**config.mk**
```make
export PLATFORM = sky130hd
export DESIGN_NAME = efb_front
export DESIGN_NICKNAME = d
export VERILOG_FILES = /design/src/hdl/efb_pkg.sv /design/src/hdl/efb_front.sv
export SDC_FILE = /design/constraint.sdc
export NUM_CORES = 1
export LEC_CHECK = 0
export BUFFER_PORTS_ARGS = -buffer_cell sky130_fd_sc_hd__buf_4
export CAP_MARGIN = 10
export CORE_MARGIN = 3
export CORE_UTILIZATION = 28
export CTS_CLUSTER_DIAMETER = 80
export DETAILED_ROUTE_END_ITERATION = 8
export PLACE_DENSITY = 0.48
export SETUP_SLACK_MARGIN = 0.5
export SLEW_MARGIN = 20
export SYNTH_ARGS = -nofsm -noshare
export SYNTH_HDL_FRONTEND = slang
export SYNTH_SLANG_ARGS = --single-unit
```
**constraint.sdc**
```tcl
create_clock -name clk -period 14.2 [get_ports clk]
set_input_delay 2.13 -clock clk [delete_from_list [all_inputs] [get_ports clk]]
set_output_delay 2.13 -clock clk [all_outputs]
set_load 0.02 [all_outputs]
```
**src/hdl/efb_pkg.sv**
```systemverilog
// ----------------------------------------------------------------------------
// Event fragment builder package
// Shared constants, codes and types for the fragment builder blocks.
// ----------------------------------------------------------------------------
package efb_pkg;

    localparam int NUM_CHANNELS = 2;
    localparam int MAX_PENDING  = 16;
    localparam int FIFO_DEPTH   = 2;

    localparam int CH_W    = (NUM_CHANNELS > 1) ? $clog2(NUM_CHANNELS) : 1;
    localparam int IDX_W   = $clog2(MAX_PENDING);
    localparam int SLOT_W  = IDX_W + CH_W;
    localparam int SLOTS   = MAX_PENDING * NUM_CHANNELS;
    localparam int PCNT_W  = $clog2(MAX_PENDING + 1);
    localparam int FCNT_W  = $clog2(NUM_CHANNELS + 1);
    localparam int BYTES_W = 17;

    localparam logic [15:0]      NO_BUNCH  = 16'hFFFF;
    localparam logic [BYTES_W-1:0] BYTES_MAX = {BYTES_W{1'b1}};

    // Result kinds.
    localparam logic [1:0] KIND_COMPLETE   = 2'd0;
    localparam logic [1:0] KIND_FORCED     = 2'd1;
    localparam logic [1:0] KIND_MONITORING = 2'd2;

    // Register indexes on the configuration port.
    localparam logic [1:0] REG_MAX_PENDING = 2'd0;
    localparam logic [1:0] REG_MON_TAG     = 2'd1;
    localparam logic [1:0] REG_TRIG_MON    = 2'd2;
    localparam logic [1:0] REG_MIN_BYTES   = 2'd3;

    // Error flag bits.
    localparam int ERR_MISSING = 0;
    localparam int ERR_BUNCH   = 1;
    localparam int ERR_TAG     = 2;

    typedef struct packed {
        logic [7:0]  tag;
        logic [15:0] bunch_id;
        logic [15:0] bytes;
        logic [15:0] trigger;
        logic [15:0] status;
        logic [63:0] time_stamp;
    } frag_word_t;

    typedef struct packed {
        logic            monitoring;
        logic [CH_W-1:0] channel;
        logic [31:0]     evt_num;
        frag_word_t      frag;
    } queue_item_t;

    typedef struct packed {
        logic [7:0]         tag;
        logic [15:0]        trigger;
        logic [15:0]        bunch_id;
        logic [15:0]        status;
        logic [63:0]        time_stamp;
        logic [FCNT_W-1:0]  count;
        logic [2:0]         err;
        logic [BYTES_W-1:0] bytes;
    } acc_t;

    typedef struct packed {
        logic [1:0]              kind;
        logic [31:0]             evt_num;
        acc_t                    acc;
        logic [NUM_CHANNELS-1:0] mask;
    } result_t;

    localparam acc_t ACC_INIT = '{
        tag:        8'd0,
        trigger:    16'd0,
        bunch_id:   NO_BUNCH,
        status:     16'd0,
        time_stamp: 64'd0,
        count:      '0,
        err:        3'd0,
        bytes:      '0
    };

    // Folds one present fragment into the running merge.
    function automatic acc_t merge_frag(acc_t a, frag_word_t f);
        acc_t              r;
        logic [BYTES_W:0]  sum;
        r = a;
        sum = {1'b0, a.bytes} + {{(BYTES_W - 15){1'b0}}, f.bytes};
        r.status  = a.status | f.status;
        r.trigger = a.trigger | f.trigger;
        r.count   = a.count + FCNT_W'(1);
        r.bytes   = sum[BYTES_W] ? BYTES_MAX : sum[BYTES_W-1:0];
        if (a.time_stamp == 64'd0) begin
            r.time_stamp = f.time_stamp;
            r.bunch_id   = f.bunch_id;
            r.tag        = f.tag;
        end
        else begin
            if (a.bunch_id != f.bunch_id) r.err[ERR_BUNCH] = 1'b1;
            if (a.tag != f.tag) r.err[ERR_TAG] = 1'b1;
        end
        return r;
    endfunction

endpackage

```
**src/hdl/efb_front.sv**
```systemverilog
// ----------------------------------------------------------------------------
// Fragment front end
// Accepts fragments, drops undersized ones, marks monitoring fragments and
// queues the rest for the table sequencer.
// ----------------------------------------------------------------------------
module efb_front
    import efb_pkg::*;
(
    input  logic              clk,
    input  logic              rst_n,
    input  logic              push,
    output logic              full,
    input  logic [CH_W-1:0]   channel,
    input  logic [31:0]       evt_num,
    input  logic [7:0]        frag_tag,
    input  logic [15:0]       trig_bits,
    input  logic [15:0]       bunch_id,
    input  logic [15:0]       frag_status,
    input  logic [63:0]       time_stamp,
    input  logic [15:0]       fragment_bytes,
    input  logic [7:0]        monitoring_tag,
    input  logic [7:0]        trigger_monitoring_tag,
    input  logic [15:0]       min_fragment_bytes,
    output logic              q_valid,
    output queue_item_t       q_item,
    input  logic              q_pop
);

    localparam int PTR_W = (FIFO_DEPTH > 1) ? $clog2(FIFO_DEPTH) : 1;
    localparam int FCW   = $clog2(FIFO_DEPTH + 1);

    queue_item_t      fifo_reg [FIFO_DEPTH];
    logic [PTR_W-1:0] wptr_reg, wptr_next;
    logic [PTR_W-1:0] rptr_reg, rptr_next;
    logic [FCW-1:0]   fill_reg, fill_next;
    queue_item_t      item;
    logic             accept;
    logic             keep;
    logic             do_pop;

    assign full    = (fill_reg == FCW'(FIFO_DEPTH));
    assign q_valid = (fill_reg != '0);
    assign q_item  = fifo_reg[rptr_reg];
    assign accept  = push && !full;
    assign keep    = accept && (fragment_bytes >= min_fragment_bytes);
    assign do_pop  = q_pop && q_valid;

    always_comb
    begin
        item.monitoring      = (frag_tag == monitoring_tag) ||
                               (frag_tag == trigger_monitoring_tag);
        item.channel         = channel;
        item.evt_num         = evt_num;
        item.frag.tag        = frag_tag;
        item.frag.bunch_id   = bunch_id;
        item.frag.bytes      = fragment_bytes;
        item.frag.trigger    = trig_bits;
        item.frag.status     = frag_status;
        item.frag.time_stamp = time_stamp;

        wptr_next = wptr_reg;
        rptr_next = rptr_reg;
        fill_next = fill_reg;
        if (keep)
        begin
            wptr_next = (wptr_reg == PTR_W'(FIFO_DEPTH - 1)) ? '0 : wptr_reg + PTR_W'(1);
        end
        if (do_pop)
        begin
            rptr_next = (rptr_reg == PTR_W'(FIFO_DEPTH - 1)) ? '0 : rptr_reg + PTR_W'(1);
        end
        if (keep && !do_pop)
        begin
            fill_next = fill_reg + FCW'(1);
        end
        else if (!keep && do_pop)
        begin
            fill_next = fill_reg - FCW'(1);
        end
    end

    always_ff @(posedge clk or negedge rst_n)
    begin
        if (!rst_n)
        begin
            wptr_reg <= '0;
            rptr_reg <= '0;
            fill_reg <= '0;
        end
        else
        begin
            wptr_reg <= wptr_next;
            rptr_reg <= rptr_next;
            fill_reg <= fill_next;
        end
    end

    always_ff @(posedge clk)
    begin
        if (keep)
        begin
            fifo_reg[wptr_reg] <= item;
        end
    end

endmodule

```
# == Word level (Yosys, flattened, before mapping) ==
# Memories as Yosys holds them, arrays and structs flattened.
# Cells that the tools add are included.
# totals
latch_bits,0
wordCells,29
register_bits,4
in_bits,205
n_memories,1
rom_bits,0
ram_bits,340
output_inout_bits,172
# mem_list
memory,words,width,rd,rd_clocked_by_memory_dff,wr,line,rtl
fifo_reg,2,170,1,0,1,efb_front.sv:32,queue_item_t fifo_reg [FIFO_DEPTH];
# classes
shift,0
n_reduce_logical,11
n_addsub,4
bitwise_logic,0
mux,6
div,0
eq_ne,3
mul,0
n_lt_le_gt_ge,1
# op_table
op,n
equality test 8 bit,2
greater-or-equal comparator 16 bit,1
logical AND 1 bit,5
two-way mux 1 bit,4
two-way mux 2 bit,2
nonzero test 2 bit,2
zero test 1 bit,3
"adder 1 bit, second input constant",2
"adder 2 x 1 -> 2 bit, second input constant",1
"equality test 2 bit, second input constant",1
"subtractor 2 x 1 -> 2 bit, second input constant",1
logical OR 1 bit,1

# == Logic depth before layout (Yosys ltp) ==
# logic_depth
word_depth,8
mapped_depth,10
depth_no_buf,10

# == Least setup slack after synthesis ==
# No wires, ideal clock.
# synth_timing
path_kind,input port to flip-flop
from,input port min_fragment_bytes[15]
to,memory fifo_reg[0][0] in the netlist's numbering (enable)
t_arrival_ns,11.236
setup_ns,0.723
path_slack_ns,2.241
cell_stages,7
required_time_ns,13.477
path_cell_list,inv_1 ha_1 nand4_1 or3_1 or4_1 a31oi_4 nor2b_1
# synth_between
elab_chain_cells,4
# synth_rtl
item,line,rtl
start: declaration,efb_front.sv:23,"input logic [15:0] min_fragment_bytes,"
greater-or-equal comparator 16 bit,efb_front.sv:45,assign keep = accept && (fragment_bytes >= min_fragment_bytes);
logical AND 1 bit,efb_front.sv:45,
via keep,efb_front.sv:38,logic keep;
two-way mux 1 bit,efb_front.sv:100,if (keep)
two-way mux 1 bit (not written as such),efb_front.sv:102,fifo_reg[wptr_reg] <= item;
end: declaration,efb_front.sv:32,
# The timed path passes the listed nets, and every way through them passes these cells.

# == Final worst setup path ==
# layout_timing
from,input port fragment_bytes[15]
to,memory fifo_reg[0][144] in the netlist's numbering (enable)
# layout_between
elab_chain_cells,4
# layout_rtl
item,line,rtl
start: declaration,efb_front.sv:20,"input logic [15:0] fragment_bytes,"
greater-or-equal comparator 16 bit,efb_front.sv:45,
logical AND 1 bit,efb_front.sv:45,
via keep,efb_front.sv:38,
two-way mux 1 bit,efb_front.sv:100,
two-way mux 1 bit (not written as such),efb_front.sv:102,
# The timed path passes the listed nets, and every way through them passes these cells.

==> Flow_metrics.wiki <==
{| class="wikitable"
! Metric !! Value
|-
| Total leakage power || 6.55 nW
|-
| Worst VDD drop || 0.0000906 V
|-
| Highest fanout seen on the critical path || 65
|-
| Count of flip-flops with a built-in enable after synthesis || 340
|-
| Area fraction of the dominant cell type after synthesis || 78.7%
|-
| Final layout net count || 1,252
|-
| Post-detailed-route DRC marker count || 0
|-
| Top cell by count, worst path || sky130_fd_sc_hd__buf_4
|-
| Nature of the critical path endpoint || flop
|-
| Setup Total Neg Slack || 0 ns
|-
| Maximum clock path buffer count || 3
|-
| Cells on Worst Hold Path || 1
|-
| Row count || 78
|-
| Worst path setup slack after routing || 8.40 ns
|-
| Post-placement setup slack || 7.77 ns
|-
| Layout cell share with drive strength beyond 1 || between 50% and 60%
|-
| Final cycle utilization of the critical path || 40.8%
|-
| Antenna violation net count after detailed routing || 0
|-
| Max Transition Viols Final || 0
|-
| Wire length of the first global-routing pass || between 40,000 and 50,000 microns
|-
| RSZ-0062 raised after global routing || no
|-
| Data required time of the worst path || 14.35 ns
|-
| Cell taking the most area after synthesis || sky130_fd_sc_hd__edfxtp_1
|-
| Clock latency at the later pin of the worst-skew pair || ~0.54 ns
|-
| Max H-tree Level || 2
|-
| End of the worst register-to-register path || fifo_reg[0][144]$_DFFE_PP_
|-
| FF-to-FF path depth || 5
|-
| Standard cell core area || 0.0456 sq mm
|-
| Cts-stage hold buffer count || 0
|-
| Vias per cell || 4.27
|-
| Pin slew with the least headroom to its limit || between 1 and 1.5 ns
|-
| Critical Path AT || 5.95 ns
|-
| Count of buffers from port buffering || 376
|-
| Vias in the first global route || 7,498
|-
| Number of buffers inserted during clock tree synthesis || 40
|-
| End point of the most critical hold path || wptr_reg$_DFFE_PN0P_
|-
| Relative slew slack || 31.8%
|-
| Setup-failing EPs final || 0
|-
| Post-layout min period || around 5.8 ns
|-
| Launch point of the worst hold path || wptr_reg$_DFFE_PN0P_
|-
| Power per standard cell area || 183 mW/mm^2
|-
| FF-to-FF Start || fill_reg[0]$_DFFE_PN0P_
|-
| Initial antenna violation count || 1
|-
| Fraction of synthesis flops using an asynchronous set or reset pin || around 1.2%
|-
| Wire length per cell after detailed routing || 18.6 microns
|-
| Via count || 7,069
|-
| Result of the run || finished clean
|-
| Fraction of the yosys area taken by sequential cells || around four fifths
|-
| Number of register bits inferred by synthesis || 344
|-
| Post-route design area || 0.0177 sq mm
|-
| Highest attainable clock frequency || 0.173 GHz
|-
| Crit path max-delay family || simple AND/OR/NAND/NOR gates
|-
| Final wirelength || 30,800 microns
|-
| Overall power of the completed layout || 3.24 mW
|-
| Minimum setup slack among reg-to-reg paths || 11.00 ns
|-
| Die boundary width || 221 microns
|-
| Hold violation total from the final report || 0
|-
| Summed instance area of the synthesized netlist || 0.0130 sq mm
|-
| Ordered cell list for the critical path || buf_4 > ha_1 > nand4_1 > or3_1 > or4_1 > a31oi_4 > nor2b_4 > buf_4 > buf_4
|-
| Layout-stage area growth over the synthesis result || 36.6%
|-
| Number of warnings issued by yosys || 0
|-
| Max_cap viols || 0
|-
| Startpoint-to-endpoint class of the critical path || in2reg
|-
| Synth unique cells || 27
|-
| Count of TritonRoute iterations in the first routing pass || 4
|-
| Number of sinks on the clock net || 344
|-
| Fraction of the core area covered by cells at the end of the flow || about two fifths
|-
| Post-synth top flop || sky130_fd_sc_hd__edfxtp_1
|-
| All-Layer GR Usage || 12.3%
|-
| Max stage delay on crit path || around 0.78 ns
|-
| Most numerous cell in the Yosys netlist || sky130_fd_sc_hd__edfxtp_1
|-
| Startpoint Class || input pin
|-
| Die outline area || 0.0489 sq mm
|-
| Placed inst area || 0.0165 sq mm
|-
| Violation count after the first detailed-route iteration || 262
|-
| Post-detail-place hpwl || ~21,000 microns
|-
| Clk_skew || about 0.0089 ns
|-
| GP Congestion || just over 0.7
|-
| HP Class || reg2reg
|-
| Post-CTS Setup Bufs || 0
|-
| Number of antenna diodes || 0
|-
| Total global routing overflow || 0
|-
| I/O pins || ~380
|-
| Slowest stage cell on the critical path || sky130_fd_sc_hd__buf_4
|-
| Synthesized instance count || 624
|-
| Total nets after synthesis || 846
|-
| Starting density of the core || 28.5%
|-
| Leading post-synthesis cells by cell area || sky130_fd_sc_hd__edfxtp_1 79%, sky130_fd_sc_hd__mux2_2 15%, sky130_fd_sc_hd__ha_1 1.6%
|-
| Maximum number of pins on one net before global-route repair || 70
|-
| Clock tree from TritonCTS || yes
|-
| Top post-synthesis cells by count || 340 x sky130_fd_sc_hd__edfxtp_1, 170 x sky130_fd_sc_hd__mux2_2, 19 x sky130_fd_sc_hd__clkbuf_1, 19 x sky130_fd_sc_hd__xnor2_1
|-
| Clock-pin slew on the worst setup and hold paths || 0.05 ns
|-
| Avg Synthesized Cell Area || 20.8 sq um
|-
| Post-CTS Resized || 0
|-
| Flip-flop count of the largest register, all copies and words added || 340
|-
| Die Ht || between 200 and 250 microns
|-
| Clock root buffer master || sky130_fd_sc_hd__clkbuf_16
|-
| Worst Path Buf+Inv || 3
|}
through the flow:
step | hold slack [ns] | instances
floorplan | 0.455 | 624
global placement | 0.532 | 1588
detailed placement | 0.538 | 1588
CTS | 0.550 | 1654
global route | 0.582 | 1654
finish | 0.548 | 1654
cell usage in the layout, fill, tap and decap left out, drive strengths merged, types with 5 or more instances in the layout:
master	netlist	layout
nand4	7	7
xnor2	19	19
clkbuf	19	54
ha	17	17
mux2	170	170
edfxtp	340	340
clkinv	0	9
buf	0	383
nand2	5	5
inv	17	19
metal layers:
| layer | vias up | GRT usage [%] | wire, microns |
|---|---|---|---|
| li1 | 3256 | - | - |
| met5 | - | 0 | 13 |
| met2 | 225 | 20.9 | 15300 |
| met1 | 3525 | 14.6 | 12300 |
| met4 | 2 | 3.86 | 861 |
| met3 | 61 | 4.56 | 2340 |
how the worst max path moves through the flow:
stage,startpoint,to,slack [ns],cells past startpoint
4_1_cts,fragment_bytes[15],fifo_reg[0][146]$_DFFE_PP_,8.36,9
2_1_floorplan,min_fragment_bytes[15],fifo_reg[0][0]$_DFFE_PP_,2.24,7
3_3_place_gp,min_fragment_bytes[15],fifo_reg[0][146]$_DFFE_PP_,7.83,10
6_report,fragment_bytes[15],fifo_reg[0][144]$_DFFE_PP_,8.40,9
3_5_place_dp,fragment_bytes[15],fifo_reg[0][44]$_DFFE_PP_,7.77,9
5_1_grt,fragment_bytes[15],fifo_reg[0][146]$_DFFE_PP_,8.15,9
layout make-up:
type	count	area, sq um
sequential	344	10300
tap	600	751
inverter	17	63.8
clock inverter	12	61.3
multi-input combinational	244	2540
fill	4281	27900
timing repair buffer	383	2880
clock buffer	54	1110
where the power goes:
part | switching (mW) | total [mW] | leakage [nW] | internal (mW)
Sequential | 0.0467 | 1.30 | 3.14 | 1.25
Combinational | 0.554 | 1.02 | 2.83 | 0.464
Clock | 0.379 | 0.924 | 0.573 | 0.545
logic make-up (layout without fill, tap and decap cells):
group	after synthesis	after routing	share of synthesized area [%]
flops	344	344	79.5
simple gates	25	25	1.02
compound gates	11	11	0.637
mux	170	170	14.8
xor+xnor	21	21	1.42
buf+inv	36	466	1.04
fa+ha+maj	17	17	1.64
Note: power is estimated with default switching activity, not from simulation.
